===== config.mk =====
export PLATFORM = sky130hd
export DESIGN_NAME = dstwr_mult
export DESIGN_NICKNAME = d
export VERILOG_FILES = /design/src/rtl/ds_twr_responder_ranging_assert.svh /design/src/rtl/dstwr_pkg.sv /design/src/rtl/dstwr_mult.sv
export SDC_FILE = /design/constraint.sdc
export NUM_CORES = 1
export LEC_CHECK = 0
export ABC_AREA = 0
export ABC_CLOCK_PERIOD_IN_PS = 3900
export CAP_MARGIN = 15
export CORE_MARGIN = 8
export CORE_UTILIZATION = 35
export CTS_CLUSTER_DIAMETER = 60
export DETAILED_ROUTE_END_ITERATION = 10
export DONT_BUFFER_PORTS = 1
export PLACE_DENSITY_LB_ADDON = 0.2
export SYNTH_ARGS = -nofsm -noshare
export SYNTH_HDL_FRONTEND = slang
export SYNTH_SLANG_ARGS = --single-unit

===== constraint.sdc =====
create_clock -name clock -period 3.9 [get_ports clock]
set_input_delay 0.975 -clock clock [delete_from_list [all_inputs] [get_ports clock]]
set_output_delay 0.975 -clock clock [all_outputs]
set_load 0.02 [all_outputs]

===== src/rtl/ds_twr_responder_ranging_assert.svh =====
// Assertion macros for the DS-TWR responder ranging block.
// Uses the clock and reset names of the including module.
`ifndef DS_TWR_RESPONDER_RANGING_ASSERT_SVH
`define DS_TWR_RESPONDER_RANGING_ASSERT_SVH

// Same-cycle implication, disabled while in reset.
`define DSTWR_ASSERT_IMPL(label, ante, cons, msg) \
   label: assert property (@(posedge clock) disable iff (reset) (ante) |-> (cons)) \
      else $error(msg);

// Next-cycle implication, disabled while in reset.
`define DSTWR_ASSERT_NEXT(label, ante, cons, msg) \
   label: assert property (@(posedge clock) disable iff (reset) (ante) |=> (cons)) \
      else $error(msg);

`endif


===== src/rtl/dstwr_pkg.sv =====
// Package for the DS-TWR responder: field widths, codes and shared types.
// No dependencies.
`default_nettype none

package dstwr_pkg;

   localparam int TS_W       = 40;
   localparam int T32_W      = 32;
   localparam int OP_W       = 2;
   localparam int KIND_W     = 3;
   localparam int SEQ_W      = 8;
   localparam int PROD_W     = 2 * T32_W;
   localparam int DEN_W      = T32_W + 2;
   localparam int MUL_CNT_W  = $clog2(T32_W);
   localparam int DIV_CNT_W  = $clog2(PROD_W);
   localparam int SCHED_LSB  = 8;
   localparam int CSR_ADDR_W = 3;
   localparam int CSR_DATA_W = 32;

   localparam logic [OP_W-1:0] OP_POLL  = 2'd0;
   localparam logic [OP_W-1:0] OP_FINAL = 2'd1;
   localparam logic [OP_W-1:0] OP_BAD   = 2'd2;

   localparam logic [KIND_W-1:0] KIND_SENT    = 3'd0;
   localparam logic [KIND_W-1:0] KIND_FAILED  = 3'd1;
   localparam logic [KIND_W-1:0] KIND_RANGE   = 3'd2;
   localparam logic [KIND_W-1:0] KIND_INVALID = 3'd3;
   localparam logic [KIND_W-1:0] KIND_ERROR   = 3'd4;

   // register index of response_delay_ticks
   localparam logic [CSR_ADDR_W-3:0] REG_DELAY = 1'd0;

   typedef struct packed {
      logic busy;
      logic done;
   } serial_stat_type;

endpackage

`default_nettype wire


===== src/rtl/dstwr_mult.sv =====
// Bit-serial 32x32 unsigned shift-add multiplier, one multiplier bit a cycle.
// Depends on dstwr_pkg.
`default_nettype none

module dstwr_mult import dstwr_pkg::*; (
   input  logic                clock,
   input  logic                reset,
   input  logic                start,
   input  logic [T32_W-1:0]    mcand,
   input  logic [T32_W-1:0]    mplier,
   output logic [PROD_W-1:0]   product,
   output serial_stat_type     stat
);

   logic [T32_W-1:0]     mcand_ff;
   logic [PROD_W-1:0]    prod_ff, prod_in;
   logic [MUL_CNT_W-1:0] cnt_ff, cnt_in;
   logic                 busy_ff, busy_in;
   logic                 done_ff, done_in;
   logic [T32_W:0]       partial;

   // upper half accumulates, lower half shifts the multiplier out
   assign partial = {1'b0, prod_ff[PROD_W-1:T32_W]}
                  + {1'b0, (prod_ff[0] ? mcand_ff : '0)};

   always_comb begin
      prod_in = prod_ff;
      cnt_in  = cnt_ff;
      busy_in = busy_ff;
      done_in = 1'b0;
      if (start) begin
         prod_in = {{T32_W{1'b0}}, mplier};
         cnt_in  = '0;
         busy_in = 1'b1;
      end else if (busy_ff) begin
         prod_in = {partial, prod_ff[T32_W-1:1]};
         cnt_in  = cnt_ff + 1'b1;
         if (cnt_ff == MUL_CNT_W'(T32_W - 1)) begin
            busy_in = 1'b0;
            done_in = 1'b1;
         end
      end
   end

   always_ff @(posedge clock) begin
      if (reset) begin
         busy_ff <= 1'b0;
         done_ff <= 1'b0;
         cnt_ff  <= '0;
      end else begin
         busy_ff <= busy_in;
         done_ff <= done_in;
         cnt_ff  <= cnt_in;
      end
      prod_ff <= prod_in;
      if (start) begin
         mcand_ff <= mcand;
      end
   end

   assign product   = prod_ff;
   assign stat.busy = busy_ff;
   assign stat.done = done_ff;

endmodule

`default_nettype wire


==> summary.txt <==
Die ar. - 0.02124 mm^2
WP buf/inv - 1
crit-path max cell delay - 510 ps
GPL Wtd Cong - 0.8955
hold path depth - 2
average size of a mapped cell - 10.54 um^2
Seq/Total Area, Yosys - 0.4587
Fin Clk Skew - 14.14 ps
CTS tree - built
CP Capture Type - flip-flop
Clock Tree Buf Depth - 2
layout filler cell count - 1,629
Max Cap Violations - 0
cell count after synthesis - 559
Post-CTS Hold Buffers - 0
Core ar. - 0.01652 mm^2
Chip Height - 145.7 um
leading register cell type out of synthesis - edfxtp_1
Slew HR - 0.4623
nets - 649
Rows - 47
RSZ-0062 raised after global routing - false
post-cts resize count - 0
commonest non-fill, non-tap cells in the layout - edfxtp_1, nand2_1, a21oi_1
antenna viol nets, final - 0
CTS clock-pin slew for the worst setup and hold paths - 80 ps
Netlist Area Pre-Place - 0.005892 mm^2
area growth from synthesis to layout - 8.346%
Critical Path Start Type - flip-flop
die width - 145.7 um
syn_nets - 661
Data arrival, critical path - 3430 ps
Power Total - 2.741 mW
Lkg Pwr - 2.452 nW
hold_ws - 535.3 ps
detailed-route wire length - 15,630 um
vias per cell - 5.574
FF-to-FF path depth - 9
Ys Warns - 0
Starting Density - 0.3566
Max Slew Vio Count - 0
part of the cycle the worst path needs - 0.8173
drt first pass iters - 7
min cycle time layout - 3187 ps
worst skew pair latency - 360 ps
Worst Max-Slew Pin Slew - 805.4 ps
Top delay family on crit path - compound AO/OA/AOI/OAI gates
largest net degree at the start of global routing - 90
Synth Register Bits - 103
Unique masters post-synth - 67
worst hold path class - reg2reg
Stages on worst setup path - 9
DR vias - 4,303
VDD IR max - 0.2018 mV
# diodes - 0
postcts setup bufs - 0
IO buf count - 0
setup tns final - 0 ps
number of global-route vias before repair - 4,573
top-area cell type share of the netlist area - 0.3262
1st-iter DRT viols - 252
total CTS buffers - 9
# clock sinks - 103
area leader, netlist - edfxtp_1
CTS root buf - clkbuf_16
Max Fanout on Critical Path - 31
critical path class - reg2reg
initial antenna violation count - 1
status - finished, final reports clean
share of cells above drive strength 1 - 0.1304
EDFF count, synth - 64
post-route DRC violation count - 0
largest cells by area after synthesis - edfxtp_1, dfxtp_1, ha_1
CP Data Required Time - 4150 ps
# setup viols final - 0
P per Cell Area - 429.4 mW/mm^2
Routed wire per std cell - 20.25 um
CP max-delay cell - edfxtp_1
leading cell type in the layout, fill and taps excluded - edfxtp_1
H-tree depth - 3
first-pass GRT wire length - 25,240 um
GRT Util Overall - 0.1475
IO Count - 133
grt ovf - 0
CP Cell Sequence - buf_4, and2_1, ha_1, a21o_1, a31oi_1, a21o_4, a311oi_2, or4_1, a32o_1
Hold Fails Final Rpt - 0
Fmax - 313.7 MHz
Async S/R FF share, synth - 0
Post-DP HPWL - 11,450 um
final timing paths:
| check | start | endpoint | slack, ps |
|---|---|---|---|
| setup / recovery | product[0] | product[56] | 710 |
| hold reg to reg | cnt_ff[4] | cnt_ff[4] | 540 |
| setup reg to reg | product[0] | product[56] | 710 |
| hold / removal | cnt_ff[4] | cnt_ff[4] | 540 |
final cells by class:
class                      instances  area [um^2]  share of cell area
inverter                          12        45.04            0.007056
clock buffer                       9        225.2             0.03528
clock inverter                     7        72.57             0.01137
multi-input combinational        415         3018              0.4728
sequential                       103         2703              0.4234
timing repair buffer               6        45.04            0.007056
tap                              220        275.3             0.04312
tightest hold or removal path, stage by stage (launching register included):
cell	delay, ps
dfxtp_1	320
mux2i_1	120
nor3_1	50
state kept, by name, summed over array words and instances, names as in the netlist:
signal    count
busy_ff       1
product      64
done_ff       1
cnt_ff        5
mcand_ff     32
kinds of logic after synthesis:
| family | synth area share |
|---|---|
| AOI/OAI and AO/OA | 0.1898 |
| xor gates and xnor gates | 0.01635 |
| adders and majority gates | 0.07560 |
| buffers and inverters | 0.02909 |
| DFF | 0.4587 |
| muxes | 0.07475 |
| and+or+nand+nor | 0.1557 |
Yosys cell counts, drive strengths merged, types with 7 or more instances:
master,instances
edfxtp,64
nand2,43
a21oi,41
dfxtp,39
and2,35
ha,34
mux2,32
o21ai,26
nor2,24
clkbuf,22
a21o,16
inv,12
nand3,12
nand4,12
nor3,9
and3,8
mux2i,8
a211oi,7
a31oi,7
buf,7
nand2b,7
report_power, final:
group / switching, mW / leakage (nW) / total [mW] / internal, mW
clock network: 0.459 / 0.143 / 0.913 / 0.454
logic: 0.241 / 1.36 / 0.415 / 0.174
registers: 0.150 / 0.953 / 1.41 / 1.26
total: 0.850 / 2.45 / 2.74 / 1.89
through the flow:
| stage | setup slack [ps] | utilization | std cells | instance area [um^2] |
|---|---|---|---|---|
| finish | 712.7 | 0.3863 | 772 | 6384 |
| global route | 491.8 | 0.3863 | 772 | 6384 |
| CTS | 713.7 | 0.3863 | 772 | 6384 |
| detailed placement | 732.2 | 0.3683 | 756 | 6086 |
| global placement | 771.1 | 0.3683 | 756 | 6086 |
| floorplan | 1020 | - | 559 | 5892 |
routing by layer:
metal | GRT usage | vias to the layer above | part of all wire | wire [um]
met5 | 0 | - | 0.00083 | 13
met4 | 0.04112 | 2 | 0.0088 | 137
met3 | 0.06499 | 12 | 0.10 | 1578
met2 | 0.2458 | 151 | 0.47 | 7384
met1 | 0.1682 | 2028 | 0.42 | 6520
li1 | - | 2110 | - | -
(Power assumes the default switching activity.)
