$ cat config.mk
export PLATFORM = sky130hd
export DESIGN_NAME = dstwr_div
export DESIGN_NICKNAME = d
export VERILOG_FILES = /design/src/rtl/ds_twr_responder_ranging_assert.svh /design/src/rtl/dstwr_pkg.sv /design/src/rtl/dstwr_div.sv
export SDC_FILE = /design/constraint.sdc
export NUM_CORES = 1
export LEC_CHECK = 0
export BUFFER_PORTS_ARGS = -buffer_cell sky130_fd_sc_hd__buf_4
export CAP_MARGIN = 30
export CORE_ASPECT_RATIO = 1.75
export CORE_MARGIN = 2
export CORE_UTILIZATION = 49
export CTS_BUF_LIST = sky130_fd_sc_hd__clkbuf_16
export CTS_CLUSTER_DIAMETER = 80
export DETAILED_ROUTE_END_ITERATION = 8
export GPL_TIMING_DRIVEN = 0
export PLACE_DENSITY = 0.76
export SLEW_MARGIN = 20
export SYNTH_ARGS = -nofsm -noshare
export SYNTH_HDL_FRONTEND = slang
export SYNTH_SLANG_ARGS = --single-unit
$ cat constraint.sdc
create_clock -name clock -period 2.7 [get_ports clock]
set_clock_uncertainty 0.05 [all_clocks]
set_input_delay 0.135 -clock clock [delete_from_list [all_inputs] [get_ports clock]]
set_output_delay 0.135 -clock clock [all_outputs]
set_load 0.1 [all_outputs]
$ cat src/rtl/ds_twr_responder_ranging_assert.svh
// Assertion macros for the DS-TWR responder ranging block.
// Uses the clock and reset names of the including module.
`ifndef DS_TWR_RESPONDER_RANGING_ASSERT_SVH
`define DS_TWR_RESPONDER_RANGING_ASSERT_SVH

// Same-cycle implication, disabled while in reset.
`define DSTWR_ASSERT_IMPL(label, ante, cons, msg) \
   label: assert property (@(posedge clock) disable iff (reset) (ante) |-> (cons)) \
      else $error(msg);

// Next-cycle implication, disabled while in reset.
`define DSTWR_ASSERT_NEXT(label, ante, cons, msg) \
   label: assert property (@(posedge clock) disable iff (reset) (ante) |=> (cons)) \
      else $error(msg);

`endif

$ cat src/rtl/dstwr_pkg.sv
// Package for the DS-TWR responder: field widths, codes and shared types.
// No dependencies.
`default_nettype none

package dstwr_pkg;

   localparam int TS_W       = 40;
   localparam int T32_W      = 32;
   localparam int OP_W       = 2;
   localparam int KIND_W     = 3;
   localparam int SEQ_W      = 8;
   localparam int PROD_W     = 2 * T32_W;
   localparam int DEN_W      = T32_W + 2;
   localparam int MUL_CNT_W  = $clog2(T32_W);
   localparam int DIV_CNT_W  = $clog2(PROD_W);
   localparam int SCHED_LSB  = 8;
   localparam int CSR_ADDR_W = 3;
   localparam int CSR_DATA_W = 32;

   localparam logic [OP_W-1:0] OP_POLL  = 2'd0;
   localparam logic [OP_W-1:0] OP_FINAL = 2'd1;
   localparam logic [OP_W-1:0] OP_BAD   = 2'd2;

   localparam logic [KIND_W-1:0] KIND_SENT    = 3'd0;
   localparam logic [KIND_W-1:0] KIND_FAILED  = 3'd1;
   localparam logic [KIND_W-1:0] KIND_RANGE   = 3'd2;
   localparam logic [KIND_W-1:0] KIND_INVALID = 3'd3;
   localparam logic [KIND_W-1:0] KIND_ERROR   = 3'd4;

   // register index of response_delay_ticks
   localparam logic [CSR_ADDR_W-3:0] REG_DELAY = 1'd0;

   typedef struct packed {
      logic busy;
      logic done;
   } serial_stat_type;

endpackage

`default_nettype wire

$ cat src/rtl/dstwr_div.sv
// Restoring bit-serial divider: 64-bit dividend by 34-bit divisor, one
// quotient bit a cycle. Depends on dstwr_pkg.
`default_nettype none

module dstwr_div import dstwr_pkg::*; (
   input  logic                clock,
   input  logic                reset,
   input  logic                start,
   input  logic [PROD_W-1:0]   dividend,
   input  logic [DEN_W-1:0]    divisor,
   output logic [PROD_W-1:0]   quotient,
   output serial_stat_type     stat
);

   logic [DEN_W-1:0]     den_ff;
   logic [DEN_W-1:0]     rem_ff, rem_in;
   logic [PROD_W-1:0]    quo_ff, quo_in;
   logic [DIV_CNT_W-1:0] cnt_ff, cnt_in;
   logic                 busy_ff, busy_in;
   logic                 done_ff, done_in;
   logic [DEN_W:0]       shifted;
   logic [DEN_W+1:0]     diff;
   logic                 fits;

   assign shifted = {rem_ff, quo_ff[PROD_W-1]};
   assign diff    = {1'b0, shifted} - {2'b00, den_ff};
   assign fits    = !diff[DEN_W+1];

   always_comb begin
      rem_in  = rem_ff;
      quo_in  = quo_ff;
      cnt_in  = cnt_ff;
      busy_in = busy_ff;
      done_in = 1'b0;
      if (start) begin
         rem_in  = '0;
         quo_in  = dividend;
         cnt_in  = '0;
         busy_in = 1'b1;
      end else if (busy_ff) begin
         // remainder stays below the divisor, so it fits back in DEN_W bits
         rem_in = fits ? diff[DEN_W-1:0] : shifted[DEN_W-1:0];
         quo_in = {quo_ff[PROD_W-2:0], fits};
         cnt_in = cnt_ff + 1'b1;
         if (cnt_ff == DIV_CNT_W'(PROD_W - 1)) begin
            busy_in = 1'b0;
            done_in = 1'b1;
         end
      end
   end

   always_ff @(posedge clock) begin
      if (reset) begin
         busy_ff <= 1'b0;
         done_ff <= 1'b0;
         cnt_ff  <= '0;
      end else begin
         busy_ff <= busy_in;
         done_ff <= done_in;
         cnt_ff  <= cnt_in;
      end
      rem_ff <= rem_in;
      quo_ff <= quo_in;
      if (start) begin
         den_ff <= divisor;
      end
   end

   assign quotient  = quo_ff;
   assign stat.busy = busy_ff;
   assign stat.done = done_ff;

endmodule

`default_nettype wire

==> run metrics, run 1 <==
ys flop type edfxtp_1; port bufs 166; # IOs 167; Avg Cell Area, Syn 10.8 um2; Cells after Synth 691; CP Class flop to flop; Final Hold Viols 0; FF+latch count, synth 140; Post-synth ARST share 0%; mapped cell area 7450 um2; initial core utilization 50.2%; Max Slew Vio Count 0; maxcap violations 0; mean number of vias per cell 5.99; ANT nets after route 0; worst setup margin -351 ps; CTS clk-pin slew, worst paths 80 ps; clk sink count 140; Cell variety after synth 58; final setup fails 35; final wirelength 25700 um; Lkg Pwr 4.76 nW; Worst Hold Class primary input to flop; Die W 97.2 um; period utilization 113%; Global Route Usage Sum 30.0%; WL/cell 21.3 um; Tightest Pin Transition 804 ps; total congestion overflow 0; failing checks design-rule violations, negative setup slack; TritonCTS buffer count 17; Pre-antenna DRT Iters 7; ANT cells 0; Setup WS pre-CTS -454 ps; post-layout minimum cycle time 3050 ps; startpoint class of the critical path flop; nature of the critical path endpoint flop; synthesis-to-layout area growth 54.2%; DP Wirelength 14600 um; H-tree Lvls 4; Initial DRC Count 568; Finished Layout Cells 1203; CTS tree yes; die area 16200 um2; first-pass GRT wire length 38500 um; core area 14800 um2; CP required 2970 ps; Crit path arrival time 3320 ps; YS warnings 0; Post-synth EDFFs 98; initial antenna violation count 0; Total Neg Setup Slack -8800 ps; net count after synthesis 828; routed vias 7211; vias in the first global route 7568; RSZ-0062 raised after global routing yes; sequential-to-total area share from yosys stat 50.8%; Layout Nets 1144; post-route total power 0.00748 W; RePlAce Congestion 0.919; post-placement cell count 1041; Highest Clock Rate 328 MHz; status complete, but fails checks; Residual DRC 1; Die Y 167 um; Worst Path Max Fanout 5; leading cell type in the layout, fill and taps excluded buf_4; CTS root buf clkbuf_16; fill count 814; share of cells above drive strength 1 40.0%; Row Count 59; worst skew pair latency 430 ps; max-slew headroom at the worst pin 46.2%; deepest clock path buffer count 2; power density over cell area 651 nW/um2; Peak VDD IR 504 uV; largest net degree at the start of global routing 42; commonest non-fill, non-tap cells in the layout buf_4, dlygate4sd3_1, edfxtp_1
## cells by family after synthesis
family / count (synthesis) / synth area share, %
AO/OA/AOI/OAI: 156 / 14.1
multiplexers: 68 / 10.2
XOR/XNOR: 27 / 3.17
adder cells (fa/ha/maj): 36 / 6.15
buffers and inverters: 80 / 4.45
flip-flops: 140 / 50.8
AND/OR/NAND/NOR: 184 / 11.2
## worst max-delay path: stages, from the launching register on
cell and delay [ps]:
edfxtp_1 390, inv_2 100, ha_4 200, nor2b_4 120, o31a_1 270, o31a_1 360
a32oi_2 320, a2bb2oi_4 250, and3_4 270, buf_12 120, buf_12 120, nand2_4 50
a311oi_2 300
## report_power, final
| part | internal, W | switching [W] |
|---|---|---|
| Sequential | 0.00252 | 0.000137 |
| Clock | 0.00131 | 0.00106 |
| Combinational | 0.000878 | 0.00158 |
| Total | 0.00470 | 0.00278 |
## metal layers
layer	up-vias	GRT usage [%]	wire, um
met5	-	0	0
met4	0	17.5	1500
met3	129	7.80	2000
met2	423	53.7	13200
met1	3464	31.3	8970
li1	3195	-	-
## synthesized netlist by cell type (all sizes together), types with 2 or more instances
cell type	n	area share, %
nor2	56	2.8
o2111ai	2	0.24
and2	3	0.25
ha	35	5.9
or2	3	0.29
a21o	11	1.1
or3	5	0.42
edfxtp	98	40
a21oi	42	2.8
o21bai	4	0.40
o311ai	2	0.24
a21boi	3	0.30
a31oi	5	0.42
nor2b	3	0.25
a311oi	18	2.1
xor2	12	1.4
a32oi	6	0.71
o31ai	4	0.40
clkbuf	19	0.96
xnor2	15	1.8
buf	13	1.1
nand3	8	0.54
o31a	4	0.47
a211oi	2	0.20
inv	48	2.4
mux2	64	9.7
a2111oi	2	0.32
nand2b	4	0.34
mux2i	4	0.54
nand2	73	3.7
and3	4	0.40
a41o	2	0.27
a221oi	2	0.24
and4	2	0.24
o21a	4	0.40
nor3	11	0.81
nand4	9	0.84
o211ai	7	0.71
o21ai	32	2.2
a2bb2oi	2	0.32
dfxtp	42	11
## registers in the layout (all words and copies together) (netlist names)
| register | flops |
|---|---|
| cnt_ff | 6 |
| quotient | 64 |
| busy_ff | 1 |
| done_ff | 1 |
| den_ff | 34 |
| rem_ff | 34 |
## timing repair
item	4_1_cts	5_1_grt
pin swaps	31	34
hold endpoints to repair	99	0
gates resized for setup	75	64
setup buffers	27	6
hold buffers	99	0
setup endpoints to repair	34	35
cloned	4	0
## path summary, 6_finish.rpt
path | start | endpoint | slack (ps) | cells past startpoint
max | den_ff[1] | rem_ff[8] | -350 | 12
min | start | den_ff[29] | 150 | 1
max reg2reg | den_ff[1] | rem_ff[8] | -350 | 12
min reg2reg | cnt_ff[5] | cnt_ff[5] | 450 | 2
## per-stage QoR
| stage | util [%] | hold WS [ps] | area (um2) |
|---|---|---|---|
| after floorplan | - | 157 | 7530 |
| after global placement | 60.7 | 251 | 9000 |
| after detailed placement | 60.8 | 261 | 9030 |
| after CTS | 75.5 | 171 | 11200 |
| after global routing | 77.4 | 167 | 11500 |
| final | 77.4 | 149 | 11500 |
## layout make-up
class                      count  area (um2)  area share [%]
multi-input combinational    472        3900            33.9
buffer                        29         211            1.84
clock inverter                15         156            1.36
inverter                      48         183            1.59
clock buffer                  17         425            3.70
timing repair buffer         299        2600            22.6
tap                          183         229            1.99
sequential                   140        3790            33.0
No activity file was read; power rests on OpenSTA's default activity.
==> run 2, diff against run 1 <==
==> constraint.sdc (replaced) <==
create_clock -name clock -period 2.7 [get_ports clock]
set_clock_uncertainty 0.05 [all_clocks]
set_input_delay 0.27 -clock clock [delete_from_list [all_inputs] [get_ports clock]]
set_output_delay 0.27 -clock clock [all_outputs]
set_load 0.1 [all_outputs]
==> run 2 against run 1 <==
- total power shrank 1.3%
- final area fell by 4.3%
- hold slack lost 53 ps
- core utilization down 3.4 points
- first-iteration DRC count fell by 24%
- the run ends with negative setup slack left
- via count decreased by 6.6%
- largest cell class unchanged
- register-to-register slack worse by 30 ps
- count of clock-buffer cells in the layout is the same
- sequential power barely moved
- routed wire length down 12%
- critical path type unchanged
- combinational power fell by 2%
- setup slack lost 26 ps
==> run metrics, run 2 (same netlist as run 1, synthesis figures left out) <==
Worst Path Max Fanout 4 (-1); share of cells above drive strength 1 43.9% (+3.9 points); leading cell type in the layout, fill and taps excluded buf_4; worst setup margin -377 ps (-26.3 ps); status complete, but fails checks; core area 14800 um2 (unchanged); Finished Layout Cells 1144 (-4.9%); final core occ 74.1% (-3.4 points); die area 16200 um2 (unchanged); CP Class flop to flop; CTS clk-pin slew, worst paths 70 ps (about the same); Die Y 167 um (unchanged); Global Route Usage Sum 26.1% (-3.9 points); Highest Clock Rate 325 MHz (-0.85%); Peak VDD IR 482 uV (-4.2%); Initial DRC Count 430 (-24%); # IOs 167 (unchanged); post-route total power 0.00739 W (-1.3%); TritonCTS buffer count 17 (unchanged); Row Count 59 (unchanged); worst skew pair latency 420 ps (about the same); Max Slew Vio Count 0 (unchanged); DP Wirelength 14600 um (unchanged); R2R depth 15 (+3); period utilization 114% (+0.97 points); initial core utilization 50.2% (unchanged); commonest non-fill, non-tap cells in the layout buf_4, edfxtp_1, mux2_2; ANT nets after route 0 (unchanged); Reg area 3790 um2 (unchanged); total congestion overflow 0 (unchanged); largest net degree at the start of global routing 42 (unchanged); post-placement cell count 1041 (unchanged); Lkg Pwr 4.52 nW (-5.1%); H-tree Lvls 4 (unchanged); nature of the critical path endpoint flop; CTS root buf clkbuf_16; failing checks negative setup slack; initial antenna violation count 0 (unchanged); routed vias 6734 (-6.6%); CTS tree yes; final wirelength 22700 um (-12%); mean number of vias per cell 5.89 (-1.8%); Setup WS pre-CTS -454 ps (unchanged); ANT cells 0 (unchanged); Crit path arrival time 3390 ps (+70 ps); Layout Nets 1085 (-5.2%); maxcap violations 0 (unchanged); fill count 951 (+17%); hold slack final 95.7 ps (-52.8 ps); max reg flops 64 (unchanged); synthesis-to-layout area growth 47.5%; port bufs 166 (unchanged); CP required 3010 ps (+40 ps); vias in the first global route 6973 (-7.9%); first-pass GRT wire length 33800 um (-12%); Residual DRC 0 (-1); startpoint class of the critical path flop; clk sink count 140 (unchanged); RePlAce Congestion 0.919 (unchanged); hold depth 2 (+1); deepest clock path buffer count 2 (unchanged); Pre-antenna DRT Iters 7 (unchanged); RSZ-0062 raised after global routing yes; post-layout minimum cycle time 3080 ps (+26.3 ps); WL/cell 19.9 um (-7.0%); Tightest Pin Transition 798 ps (-5.89 ps); area of the multi-input gates 4000 um2 (+2.6%); Final Hold Viols 0 (unchanged); max-slew headroom at the worst pin 46.6% (+0.39 points); Worst Hold Class primary input to flop; Die W 97.2 um (unchanged); power density over cell area 672 nW/um2 (+3.2%); final setup fails 35 (unchanged)
[run 2: cell types whose count changed in the layout (fill, tap and decap cells not counted), sizes merged]
cell / before / now
buf: 211 / 216
dlygate4sd3: 99 / 35
[run 2: per-layer routing]
| layer | share of wire, % | vias to the layer above | global-route usage, % |
|---|---|---|---|
| li1 | - | 3072 | - |
| met1 | 34 | 3179 | 26.3 |
| met2 | 51 | 372 | 47.2 |
| met3 | 8.3 | 111 | 8.35 |
| met4 | 6.1 | 0 | 14.5 |
| met5 | 0 | - | 0 |
[run 2: area by class of cell]
type / count / share of cell area, %
well taps: 183 / 2.08
inverters: 48 / 1.66
flip-flops and latches: 140 / 34.5
multi-input cells: 472 / 36.4
repair buffers: 240 / 18.2
clock inverters: 15 / 1.42
clock buffers: 17 / 3.87
plain buffers: 29 / 1.92
[run 2: critical path, stage by stage (launching register included)]
cell and delay, ps:
edfxtp_1 400, inv_2 80, ha_4 140, inv_2 40, fa_2 410, a21oi_2 200, nor2_2 90, o211ai_1 170
buf_4 160, o211ai_1 190, a31oi_2 290, buf_4 190, o21bai_2 80, a21oi_2 190, nand4_1 190, nand3_2 150
[run 2: what timing repair did]
item / 4_1_cts / 5_1_grt
gates resized for setup: 75 / 83
setup buffers: 27 / 12
pin swaps: 31 / 45
cloned: 4 / 0
setup endpoints to repair: 34 / 35
hold buffers: 35 / 0
endpoints found under the hold margin: 35 / 0
[run 2: stage by stage]
stage	setup TNS [ps]	instance area, um2
floorplan	-8080	7530
global placement	-98230	9000
detailed placement	-14340	9030
CTS	-4520	10600
global route	-11030	11000
finish	-7180	11000
[run 2: final timing paths]
kind	startpoint	end	slack [ps]
min reg2reg	cnt_ff[5]	cnt_ff[5]	430
min	dividend[24]	quotient[24]	100
max	quotient[63]	rem_ff[28]	-380
max reg2reg	quotient[63]	rem_ff[28]	-380
[run 2: power by group]
part	total, W	internal [W]	switching [W]
sequential	0.00264	0.00252	0.000125
clock	0.00235	0.00131	0.00104
combinational	0.00240	0.000835	0.00156
total	0.00739	0.00466	0.00273
